File: config.mk
export PLATFORM = sky130hd
export DESIGN_NAME = ndp_neighbor_advert_responder_unit_flat
export DESIGN_NICKNAME = d
export VERILOG_FILES = /design/src/hdl/ndpna_pkg.sv /design/src/hdl/ndpna_in_if.sv /design/src/hdl/ndpna_out_if.sv /design/src/hdl/ndpna_cfg_if.sv /design/src/hdl/ndpna_front.sv /design/src/hdl/ndpna_job_queue.sv /design/src/hdl/ndpna_back.sv /design/src/hdl/ndp_neighbor_advert_responder_unit.sv /design/src/flat_wrapper.sv
export SDC_FILE = /design/constraint.sdc
export NUM_CORES = 2
export LEC_CHECK = 0
export ABC_CLOCK_PERIOD_IN_PS = 64099
export BUFFER_PORTS_ARGS = -buffer_cell sky130_fd_sc_hd__buf_2
export CORE_UTILIZATION = 50
export DETAILED_ROUTE_END_ITERATION = 8
export GPL_TIMING_DRIVEN = 1
export PLACE_DENSITY = 0.74
export SLEW_MARGIN = 30
export SYNTH_ARGS = -nofsm -noshare
export SYNTH_HDL_FRONTEND = slang
export SYNTH_SLANG_ARGS = --single-unit
File: constraint.sdc
create_clock -name clk -period 64.1 [get_ports clk]
set_input_delay 12.82 -clock clk [delete_from_list [all_inputs] [get_ports clk]]
set_output_delay 12.82 -clock clk [all_outputs]
set_load 0.01 [all_outputs]
File: src/hdl/ndpna_pkg.sv
// Shared types and constants for the neighbor advertisement responder.
`timescale 1ns / 1ps
package ndpna_pkg;

  localparam int MAC_W  = 48;
  localparam int ADDR_W = 128;
  localparam int WORD_W = 16;
  localparam int POS_W  = 7;
  localparam int IDX_W  = 6;
  localparam int SUM_W  = 22;

  localparam logic [MAC_W-1:0] LOCAL_MAC_RESET = 48'hFC00_0000_0000;
  localparam logic [7:0]       NS_TYPE         = 8'd135;
  localparam logic [7:0]       NA_TYPE         = 8'd136;

  // Byte positions within the received frame.
  localparam logic [POS_W-1:0] POS_MAX        = 7'd127;
  localparam logic [POS_W-1:0] POS_MAC_FIRST  = 7'd6;
  localparam logic [POS_W-1:0] POS_MAC_LAST   = 7'd11;
  localparam logic [POS_W-1:0] POS_PEER_FIRST = 7'd22;
  localparam logic [POS_W-1:0] POS_PEER_LAST  = 7'd37;
  localparam logic [POS_W-1:0] POS_TYPE       = 7'd54;
  localparam logic [POS_W-1:0] POS_TGT_FIRST  = 7'd62;
  localparam logic [POS_W-1:0] POS_TGT_LAST   = 7'd77;

  // Reply word indexes.
  localparam logic [IDX_W-1:0] LAST_WORD = 6'd46;

  // Fixed checksum terms: length 40, next header 58, type/code 0x8800,
  // flags 0xE000 and the two option headers 0x0201 and 0x0101.
  localparam logic [SUM_W-1:0] CSUM_CONST = SUM_W'(40 + 58 + 'h8800 + 'hE000 + 'h0201 + 'h0101);

  localparam int JOB_DEPTH = 2;
  localparam int JOB_PTR_W = (JOB_DEPTH > 1) ? $clog2(JOB_DEPTH) : 1;
  localparam int JOB_CNT_W = $clog2(JOB_DEPTH + 1);

  typedef struct packed {
    logic [MAC_W-1:0]  peer_mac;
    logic [ADDR_W-1:0] peer_ip;
    logic [ADDR_W-1:0] target_ip;
    logic [MAC_W-1:0]  local_mac;
    logic [SUM_W-1:0]  part_sum;
  } job_t;

endpackage

File: src/hdl/ndpna_in_if.sv
// Frame byte channel.
`timescale 1ns / 1ps
interface ndpna_in_if;
  logic       valid;
  logic       ready;
  logic [7:0] data_byte;
  logic       last_byte;

  modport source(output valid, output data_byte, output last_byte, input ready);
  modport sink(input valid, input data_byte, input last_byte, output ready);
endinterface

File: src/hdl/ndpna_out_if.sv
// Reply word channel.
`timescale 1ns / 1ps
interface ndpna_out_if;
  logic        valid;
  logic        ready;
  logic [15:0] reply_word;
  logic        reply_last;

  modport source(output valid, output reply_word, output reply_last, input ready);
  modport sink(input valid, input reply_word, input reply_last, output ready);
endinterface

File: src/hdl/ndpna_cfg_if.sv
// Configuration write channel for the local MAC address.
`timescale 1ns / 1ps
interface ndpna_cfg_if;
  logic        valid;
  logic        ready;
  logic [47:0] local_mac;

  modport source(output valid, output local_mac, input ready);
  modport sink(input valid, input local_mac, output ready);
endinterface

File: src/hdl/ndpna_front.sv
// Frame capture: tracks byte position, captures addresses and builds reply jobs.
`timescale 1ns / 1ps
module ndpna_front import ndpna_pkg::*; (
  input  logic             clk,
  input  logic             rst_n,
  input  logic             accept,
  input  logic [7:0]       data_byte,
  input  logic             last_byte,
  input  logic             cfg_we,
  input  logic [MAC_W-1:0] cfg_data,
  output logic             push,
  output job_t             job
);

  logic [POS_W-1:0]  pos_r, pos_nxt;
  logic [MAC_W-1:0]  peer_mac_r, peer_mac_nxt;
  logic [ADDR_W-1:0] peer_ip_r, peer_ip_nxt;
  logic [ADDR_W-1:0] target_ip_r, target_ip_nxt;
  logic [7:0]        msg_type_r, msg_type_nxt;
  logic [SUM_W-1:0]  part_sum_r, part_sum_nxt;
  logic [MAC_W-1:0]  local_mac_r;

  logic              in_mac, in_peer, in_tgt;
  logic [WORD_W-1:0] byte_word;
  logic [SUM_W-1:0]  contrib, base;

  always_comb begin
    in_mac  = (pos_r >= POS_MAC_FIRST) && (pos_r <= POS_MAC_LAST);
    in_peer = (pos_r >= POS_PEER_FIRST) && (pos_r <= POS_PEER_LAST);
    in_tgt  = (pos_r >= POS_TGT_FIRST) && (pos_r <= POS_TGT_LAST);

    peer_mac_nxt  = in_mac  ? {peer_mac_r[MAC_W-9:0], data_byte} : peer_mac_r;
    peer_ip_nxt   = in_peer ? {peer_ip_r[ADDR_W-9:0], data_byte} : peer_ip_r;
    target_ip_nxt = in_tgt  ? {target_ip_r[ADDR_W-9:0], data_byte} : target_ip_r;
    msg_type_nxt  = (pos_r == POS_TYPE) ? data_byte : msg_type_r;

    // Even positions are the upper byte of a checksum word. The target address
    // appears twice in the reply, so its bytes count double.
    byte_word = pos_r[0] ? {8'h00, data_byte} : {data_byte, 8'h00};
    if (in_tgt) begin
      contrib = SUM_W'({byte_word, 1'b0});
    end else if (in_mac || in_peer) begin
      contrib = SUM_W'(byte_word);
    end else begin
      contrib = '0;
    end
    base         = (pos_r == '0) ? '0 : part_sum_r;
    part_sum_nxt = base + contrib;

    if (last_byte) begin
      pos_nxt = '0;
    end else if (pos_r == POS_MAX) begin
      pos_nxt = pos_r;
    end else begin
      pos_nxt = pos_r + 1'b1;
    end

    push = accept && last_byte && (pos_r >= POS_TGT_LAST) && (msg_type_r == NS_TYPE);

    job.peer_mac  = peer_mac_nxt;
    job.peer_ip   = peer_ip_nxt;
    job.target_ip = target_ip_nxt;
    job.local_mac = local_mac_r;
    job.part_sum  = part_sum_nxt;
  end

  always_ff @(posedge clk) begin
    if (!rst_n) begin
      pos_r       <= '0;
      peer_mac_r  <= '0;
      peer_ip_r   <= '0;
      target_ip_r <= '0;
      msg_type_r  <= '0;
      part_sum_r  <= '0;
      local_mac_r <= LOCAL_MAC_RESET;
    end else begin
      if (cfg_we) begin
        local_mac_r <= cfg_data;
      end
      if (accept) begin
        pos_r       <= pos_nxt;
        peer_mac_r  <= peer_mac_nxt;
        peer_ip_r   <= peer_ip_nxt;
        target_ip_r <= target_ip_nxt;
        msg_type_r  <= msg_type_nxt;
        part_sum_r  <= part_sum_nxt;
      end
    end
  end

endmodule

File: src/hdl/ndpna_job_queue.sv
// Short queue of pending reply jobs between capture and reply generation.
`timescale 1ns / 1ps
module ndpna_job_queue import ndpna_pkg::*; (
  input  logic clk,
  input  logic rst_n,
  input  logic push,
  input  job_t push_job,
  input  logic pop,
  output logic full,
  output logic head_valid,
  output job_t head_job
);

  job_t                 entry_r [JOB_DEPTH];
  logic [JOB_PTR_W-1:0] wr_ptr_r, rd_ptr_r;
  logic [JOB_CNT_W-1:0] count_r;

  function automatic logic [JOB_PTR_W-1:0] ptr_inc(input logic [JOB_PTR_W-1:0] p);
    logic [JOB_PTR_W-1:0] q;
    if (p == JOB_PTR_W'(JOB_DEPTH - 1)) begin
      q = '0;
    end else begin
      q = p + 1'b1;
    end
    return q;
  endfunction

  assign full       = (count_r == JOB_CNT_W'(JOB_DEPTH));
  assign head_valid = (count_r != '0);
  assign head_job   = entry_r[rd_ptr_r];

  always_ff @(posedge clk) begin
    if (push) begin
      entry_r[wr_ptr_r] <= push_job;
    end
  end

  always_ff @(posedge clk) begin
    if (!rst_n) begin
      wr_ptr_r <= '0;
      rd_ptr_r <= '0;
      count_r  <= '0;
    end else begin
      if (push) begin
        wr_ptr_r <= ptr_inc(wr_ptr_r);
      end
      if (pop) begin
        rd_ptr_r <= ptr_inc(rd_ptr_r);
      end
      if (push && !pop) begin
        count_r <= count_r + 1'b1;
      end else if (pop && !push) begin
        count_r <= count_r - 1'b1;
      end
    end
  end

endmodule

File: src/hdl/ndpna_back.sv
// Reply generation: emits the 47 advertisement words of the head job.
`timescale 1ns / 1ps
module ndpna_back import ndpna_pkg::*; (
  input  logic              clk,
  input  logic              rst_n,
  input  logic              head_valid,
  input  job_t              head_job,
  output logic              pop,
  input  logic              out_ready,
  output logic              out_valid,
  output logic [WORD_W-1:0] out_word,
  output logic              out_last
);

  logic [IDX_W-1:0]  idx_r;
  logic [SUM_W-1:0]  sum_r;
  logic [WORD_W-1:0] csum_r;
  logic              out_valid_r;
  logic [WORD_W-1:0] out_word_r;
  logic              out_last_r;

  logic              advance;
  logic [WORD_W-1:0] word;
  logic [IDX_W-1:0]  tgt_a, peer_i, tgt_b;
  logic [16:0]       fold1;
  logic [WORD_W-1:0] fold2;

  function automatic logic [WORD_W-1:0] addr_word(input logic [ADDR_W-1:0] a,
                                                  input logic [2:0] k);
    return a[{~k, 4'b0000} +: WORD_W];
  endfunction

  always_comb begin
    advance = head_valid && (!out_valid_r || out_ready);
    pop     = advance && (idx_r == LAST_WORD);

    tgt_a  = idx_r - 6'd11;
    peer_i = idx_r - 6'd19;
    tgt_b  = idx_r - 6'd31;

    fold1 = 17'(sum_r[SUM_W-1:WORD_W]) + 17'(sum_r[WORD_W-1:0]);
    fold2 = fold1[WORD_W-1:0] + WORD_W'(fold1[16]);

    unique case (idx_r) inside
      6'd0:           word = head_job.peer_mac[47:32];
      6'd1:           word = head_job.peer_mac[31:16];
      6'd2:           word = head_job.peer_mac[15:0];
      6'd3:           word = head_job.local_mac[47:32];
      6'd4:           word = head_job.local_mac[31:16];
      6'd5:           word = head_job.local_mac[15:0];
      6'd6:           word = 16'h86DD;
      6'd7:           word = 16'h6000;
      6'd8:           word = 16'h0000;
      6'd9:           word = 16'h0028;
      6'd10:          word = 16'h3AFF;
      [6'd11:6'd18]:  word = addr_word(head_job.target_ip, tgt_a[2:0]);
      [6'd19:6'd26]:  word = addr_word(head_job.peer_ip, peer_i[2:0]);
      6'd27:          word = {NA_TYPE, 8'h00};
      6'd28:          word = csum_r;
      6'd29:          word = 16'hE000;
      6'd30:          word = 16'h0000;
      [6'd31:6'd38]:  word = addr_word(head_job.target_ip, tgt_b[2:0]);
      6'd39:          word = 16'h0201;
      6'd40:          word = head_job.local_mac[47:32];
      6'd41:          word = head_job.local_mac[31:16];
      6'd42:          word = head_job.local_mac[15:0];
      6'd43:          word = 16'h0101;
      6'd44:          word = head_job.peer_mac[47:32];
      6'd45:          word = head_job.peer_mac[31:16];
      6'd46:          word = head_job.peer_mac[15:0];
      default:        word = 16'h0000;
    endcase
  end

  // The checksum sum is completed while word 0 goes out and folded on word 1,
  // well before word 28 needs it.
  always_ff @(posedge clk) begin
    if (advance && (idx_r == 6'd0)) begin
      sum_r <= head_job.part_sum + CSUM_CONST
             + SUM_W'(head_job.local_mac[47:32])
             + SUM_W'(head_job.local_mac[31:16])
             + SUM_W'(head_job.local_mac[15:0]);
    end
    if (advance && (idx_r == 6'd1)) begin
      csum_r <= ~fold2;
    end
    if (advance) begin
      out_word_r <= word;
      out_last_r <= (idx_r == LAST_WORD);
    end
  end

  always_ff @(posedge clk) begin
    if (!rst_n) begin
      idx_r       <= '0;
      out_valid_r <= 1'b0;
    end else begin
      if (advance) begin
        idx_r       <= (idx_r == LAST_WORD) ? '0 : idx_r + 1'b1;
        out_valid_r <= 1'b1;
      end else if (out_ready) begin
        out_valid_r <= 1'b0;
      end
    end
  end

  assign out_valid = out_valid_r;
  assign out_word  = out_word_r;
  assign out_last  = out_last_r;

endmodule

File: src/hdl/ndp_neighbor_advert_responder_unit.sv
// IPv6 neighbor advertisement responder, top level.
// Channels: in_if carries one received Ethernet frame byte per transfer, with
// last_byte set on the final byte; out_if carries the reply as 16-bit words,
// earlier byte in the upper half, reply_last set on the 47th word; cfg_if
// writes the local MAC address and is always ready.
// A frame of at least 78 bytes whose ICMPv6 type byte is 135 produces one
// 94-byte neighbor advertisement. Other frames produce nothing.
// Throughput: one frame byte per cycle while the queue is not full, one reply
// word per cycle while out_if is ready. After the last frame byte, the job is
// registered in the job queue and each reply word in the output register.
// Replies wait in a two-entry job queue; in_if.ready drops only while that
// queue is full, so a stalled receiver holds back input once two replies
// are pending. Output words are held in a register and stay stable while
// out_if.ready is low.
// Reset (rst_n low at a clock edge) empties the queue and the output
// register, restarts the frame position and sets the local MAC to
// FC:00:00:00:00:00.
`timescale 1ns / 1ps
module ndp_neighbor_advert_responder_unit import ndpna_pkg::*; (
  input logic         clk,
  input logic         rst_n,
  ndpna_in_if.sink    in_if,
  ndpna_out_if.source out_if,
  ndpna_cfg_if.sink   cfg_if
);

  logic accept;
  logic push;
  job_t push_job;
  logic pop;
  logic full;
  logic head_valid;
  job_t head_job;

  assign in_if.ready  = !full;
  assign cfg_if.ready = 1'b1;
  assign accept       = in_if.valid && !full;

  ndpna_front u_front (
    .clk       (clk),
    .rst_n     (rst_n),
    .accept    (accept),
    .data_byte (in_if.data_byte),
    .last_byte (in_if.last_byte),
    .cfg_we    (cfg_if.valid),
    .cfg_data  (cfg_if.local_mac),
    .push      (push),
    .job       (push_job)
  );

  ndpna_job_queue u_queue (
    .clk        (clk),
    .rst_n      (rst_n),
    .push       (push),
    .push_job   (push_job),
    .pop        (pop),
    .full       (full),
    .head_valid (head_valid),
    .head_job   (head_job)
  );

  ndpna_back u_back (
    .clk        (clk),
    .rst_n      (rst_n),
    .head_valid (head_valid),
    .head_job   (head_job),
    .pop        (pop),
    .out_ready  (out_if.ready),
    .out_valid  (out_if.valid),
    .out_word   (out_if.reply_word),
    .out_last   (out_if.reply_last)
  );

endmodule

File: src/flat_wrapper.sv
// flat-port wrapper written by rule: the top's interface ports become plain ports
module ndp_neighbor_advert_responder_unit_flat import ndpna_pkg::*;
  (clk, rst_n, in_if_valid, in_if_data_byte, in_if_last_byte, in_if_ready, out_if_valid, out_if_reply_word, out_if_reply_last, out_if_ready, cfg_if_valid, cfg_if_local_mac, cfg_if_ready);
  ndpna_in_if in_if_i ();
  ndpna_out_if out_if_i ();
  ndpna_cfg_if cfg_if_i ();
  input logic clk;
  input logic rst_n;
  input wire logic [$bits(in_if_i.valid)-1:0] in_if_valid;
  input wire logic [$bits(in_if_i.data_byte)-1:0] in_if_data_byte;
  input wire logic [$bits(in_if_i.last_byte)-1:0] in_if_last_byte;
  output wire logic [$bits(in_if_i.ready)-1:0] in_if_ready;
  output wire logic [$bits(out_if_i.valid)-1:0] out_if_valid;
  output wire logic [$bits(out_if_i.reply_word)-1:0] out_if_reply_word;
  output wire logic [$bits(out_if_i.reply_last)-1:0] out_if_reply_last;
  input wire logic [$bits(out_if_i.ready)-1:0] out_if_ready;
  input wire logic [$bits(cfg_if_i.valid)-1:0] cfg_if_valid;
  input wire logic [$bits(cfg_if_i.local_mac)-1:0] cfg_if_local_mac;
  output wire logic [$bits(cfg_if_i.ready)-1:0] cfg_if_ready;
  assign in_if_i.valid = in_if_valid;
  assign in_if_i.data_byte = in_if_data_byte;
  assign in_if_i.last_byte = in_if_last_byte;
  assign in_if_ready = in_if_i.ready;
  assign out_if_valid = out_if_i.valid;
  assign out_if_reply_word = out_if_i.reply_word;
  assign out_if_reply_last = out_if_i.reply_last;
  assign out_if_i.ready = out_if_ready;
  assign cfg_if_i.valid = cfg_if_valid;
  assign cfg_if_i.local_mac = cfg_if_local_mac;
  assign cfg_if_ready = cfg_if_i.ready;
  ndp_neighbor_advert_responder_unit u_core (.clk(clk), .rst_n(rst_n), .in_if(in_if_i), .out_if(out_if_i), .cfg_if(cfg_if_i));
endmodule
==> results.txt <==
outcome: finished, final reports clean
initial core utilization: 50.52%
vias per inst: 5.810
clk sinks: 1,204
Fin. Hold Viols: 0
Worst-Margin Slew: 1.020 ns
Critical Path Sink Type: register
initial antenna violation count: 13
Synth Cell Area: 52,440 sq um
routability cong.: 0.9119
post-cts hold buffer count: 0
Crit path arrival time: 16.24 ns
Synth top cells by count: 803 x edfxtp_1, 609 x nand2_1, 401 x dfxtp_1
Int Power: 1.223 mW
sequential element share of the synthesized area: 61.29%
dpl cells: 5,237
sum of buffers and inverters on the critical path: 4
CORE AREA: 103,800 sq um
CP peak stage delay: 0.72 ns
router iterations before antenna repair: 6
number of global-route vias before repair: 30.78k
crit share post-route: 24.83%
min Tclk post-route: 15.91 ns
hold path cells: 0
GRT busiest layer: met2
largest family of logic cells by synthesized area: multiplexers
Post-route DRC: 0
GR Layer Usage met3: 4.366%
Post-CTS Repair Setup Buffers: 0
syn nets: 4,145
Final Util: 55.84%
clock slew at reported path FFs: 0.06 ns
cell count along the critical path: 8
global route overflow: 0
Mapped Cells: 3,976
CP top delay family: buffers and inverters
Skew-Pair Late Insertion Delay: 0.70 ns
wire per inst: 21.39 um
post-synthesis mux area share: 16.57%
Max Slew Vio Count: 0
Lkg Pwr: 20.63 nW
Area Overhead vs Synth: 10.53%
drt total wl: 116,700 um
met2 Use GR: 33.85%
pin count of the biggest net entering global routing: 167
top_reg_cell synth: edfxtp_1
global-route wire length before repair: 179,100 um
critical path's slowest cell: buf_4
max-cap violations: 0
Routed Antenna Nets: 0
Synth area leader: edfxtp_1
Synth Area in Adders: 3.059%
fraction of registers with async set/reset: 0%
Synth Area in Simple Gates: 8.917%
VDD IR-drop max: 22.73 uV
fraction of layout cells with a size suffix above 1: 20.36%
num ports: 82
row count: 118
DIE AREA: 106,200 sq um
fin cells: 5,458
synth warn: 0
fin nets: 4,147
startpoint types: input pin
Setup TNS Final: 0 ns
htree depth: 3
Inserted Clock Buffers: 114
number of synthesized flops with an enable pin: 803
# setup viols final: 0
largest cells by area after synthesis: edfxtp_1 46%, dfxtp_1 15%, mux2_2 7.1%
Comb pwr share: 1.4%
Peak Freq: 0.06284 GHz
vias: 31.71k
Mapped Avg Cell Area: 13.19 sq um
reported net switching power: 302.9 uW
Layout Skew: 0.06276 ns
sw frac: 19.85%
maximum buffer depth of the clock tree: 3
pwr dens: 26.33 nW/um^2
RSZ-0062 raised after global routing: no
Yosys reg bits: 1,204
Synth Area in Compound Gates: 6.407%
worst hold path class: register to register
WP data required: 64.42 ns
Crit Path Max Fanout: 76
Setup CP Type: input pin to register
port bufs: 80
Pwr Total: 1.526 mW
sequential share of power: 54.2%
Cell variety after synth: 86
worst r2r path cells: 14
DIE WIDTH: 325.8 um
post-synth top area share: 45.99%
TritonCTS clock tree: built
Rel. slew slack: 31.31%
HPWL after detailed placement: 72,720 um
Synth Area in XOR/XNOR: 1.150%
die height: 325.8 um
grt met1 use: 30.62%
Tot GR Track Use: 21.70%
crit path cell chain: buf_2, and2_2, nand2_1, a2111oi_2, nor2b_4, buf_12, buf_6, buf_4
top-count cell post-synth: edfxtp_1
clock network power share: 44.3%
violation count after the first detailed-route iteration: 3,193
CTS root buf: clkbuf_16
PostCTS Resize Cnt: 0
-- per-layer routing --
metal | part of all wire (%) | wire length, um
met2 | 46 | 54040
met3 | 7.6 | 8878
met1 | 43 | 50370
met5 | 0.063 | 74
met4 | 2.9 | 3370
-- worst reg2reg max path, delay by kind of cell, from the launching register on --
family / cells / cell delay [ns]
multiplexers: 1 / 0.70
AND/OR/NAND/NOR: 4 / 1.15
adder cells (fa/ha/maj): 4 / 1.71
buffers and inverters: 2 / 0.85
AO/OA/AOI/OAI: 3 / 0.69
flip-flops: 1 / 0.94
-- cell usage in the layout, fill, tap and decap left out, types with 14 or more instances in the layout --
master	n
buf_4	34
nor2b_1	17
fa_1	34
a21oi_1	335
mux4_2	160
a22oi_1	14
nor3_1	61
o22ai_1	25
clkbuf_8	18
nor2_1	241
or3_1	15
clkbuf_16	116
edfxtp_1	803
inv_1	75
dfxtp_1	399
xor2_1	27
ha_1	72
buf_2	80
nand2_1	607
and2_1	26
clkbuf_1	40
nand2b_1	17
mux2i_1	137
nand3_1	37
xnor2_1	40
and3_1	17
a21o_1	14
o21ai_0	29
clkinv_2	19
mux2_2	329
-- final cells by class --
class	instances	area [sq um]
antenna	1	2.502
clock buffer	174	3301
clock inverter	41	506.7
fill	8149	45830
inverter	77	296.5
multi-input combinational	2454	19070
sequential	1204	32150
tap	1380	1727
timing repair buffer	127	909.6
-- through the flow --
stage	worst slack (ns)	hold WS (ns)	instance area, sq um
finish	48.19	0.4278	57960
global route	48.02	0.4589	57960
CTS	47.76	0.4434	57810
detailed placement	47.02	0.4438	54000
global placement	46.87	0.4297	53970
floorplan	32.85	0.4249	52440
-- sequential cells by signal (all words and copies together) (netlist names), named ones only --
signal and cells:
u_core.u_back.out_word 16, u_core.u_front.target_ip_r 128, u_core.u_back.out_valid 1, u_core.u_front.peer_ip_r 128
u_core.u_back.idx_r 6, u_core.u_queue.rd_ptr_r 1, u_core.u_queue.count_r 2, u_core.u_front.local_mac_r 48
u_core.u_queue.entry_r 748, u_core.u_front.part_sum_r 22, u_core.u_back.sum_r 22, u_core.u_front.msg_type_r 8
u_core.u_front.peer_mac_r 48, u_core.u_queue.wr_ptr_r 1, u_core.u_back.out_last 1, u_core.u_front.pos_r 7
u_core.u_back.csum_r 16
-- power groups by stage --
stage / Clock, mW / Combinational (mW) / Sequential [mW]
2_1_floorplan: 0 / 0.0145 / 0.842
3_3_place_gp: 0 / 0.0209 / 0.844
3_5_place_dp: 0 / 0.0215 / 0.844
4_1_cts: 0.686 / 0.0218 / 0.827
5_1_grt: 0.718 / 0.0240 / 0.827
6_report: 0.677 / 0.0219 / 0.828
-- path summary, 6_finish.rpt --
path | slack (ns) | to | start
worst max-delay path | 48.19 | u_core.u_queue.entry_r[0][243] | in_if_valid
worst min-delay path | 0.43 | u_core.u_queue.entry_r[0][64] | u_core.u_front.local_mac_r[42]
worst max register to register | 57.89 | u_core.u_back.sum_r[19] | register
worst min register to register | 0.43 | u_core.u_queue.entry_r[0][64] | u_core.u_front.local_mac_r[42]
-- logic make-up after synthesis --
group           count (synthesis)
compound gates                553
xor+xnor                       68
fa+ha+maj                     108
buf+inv                       318
flops                        1204
mux                           627
other cells                     1
simple gates                 1097
No activity file was read; power rests on OpenSTA's default activity.
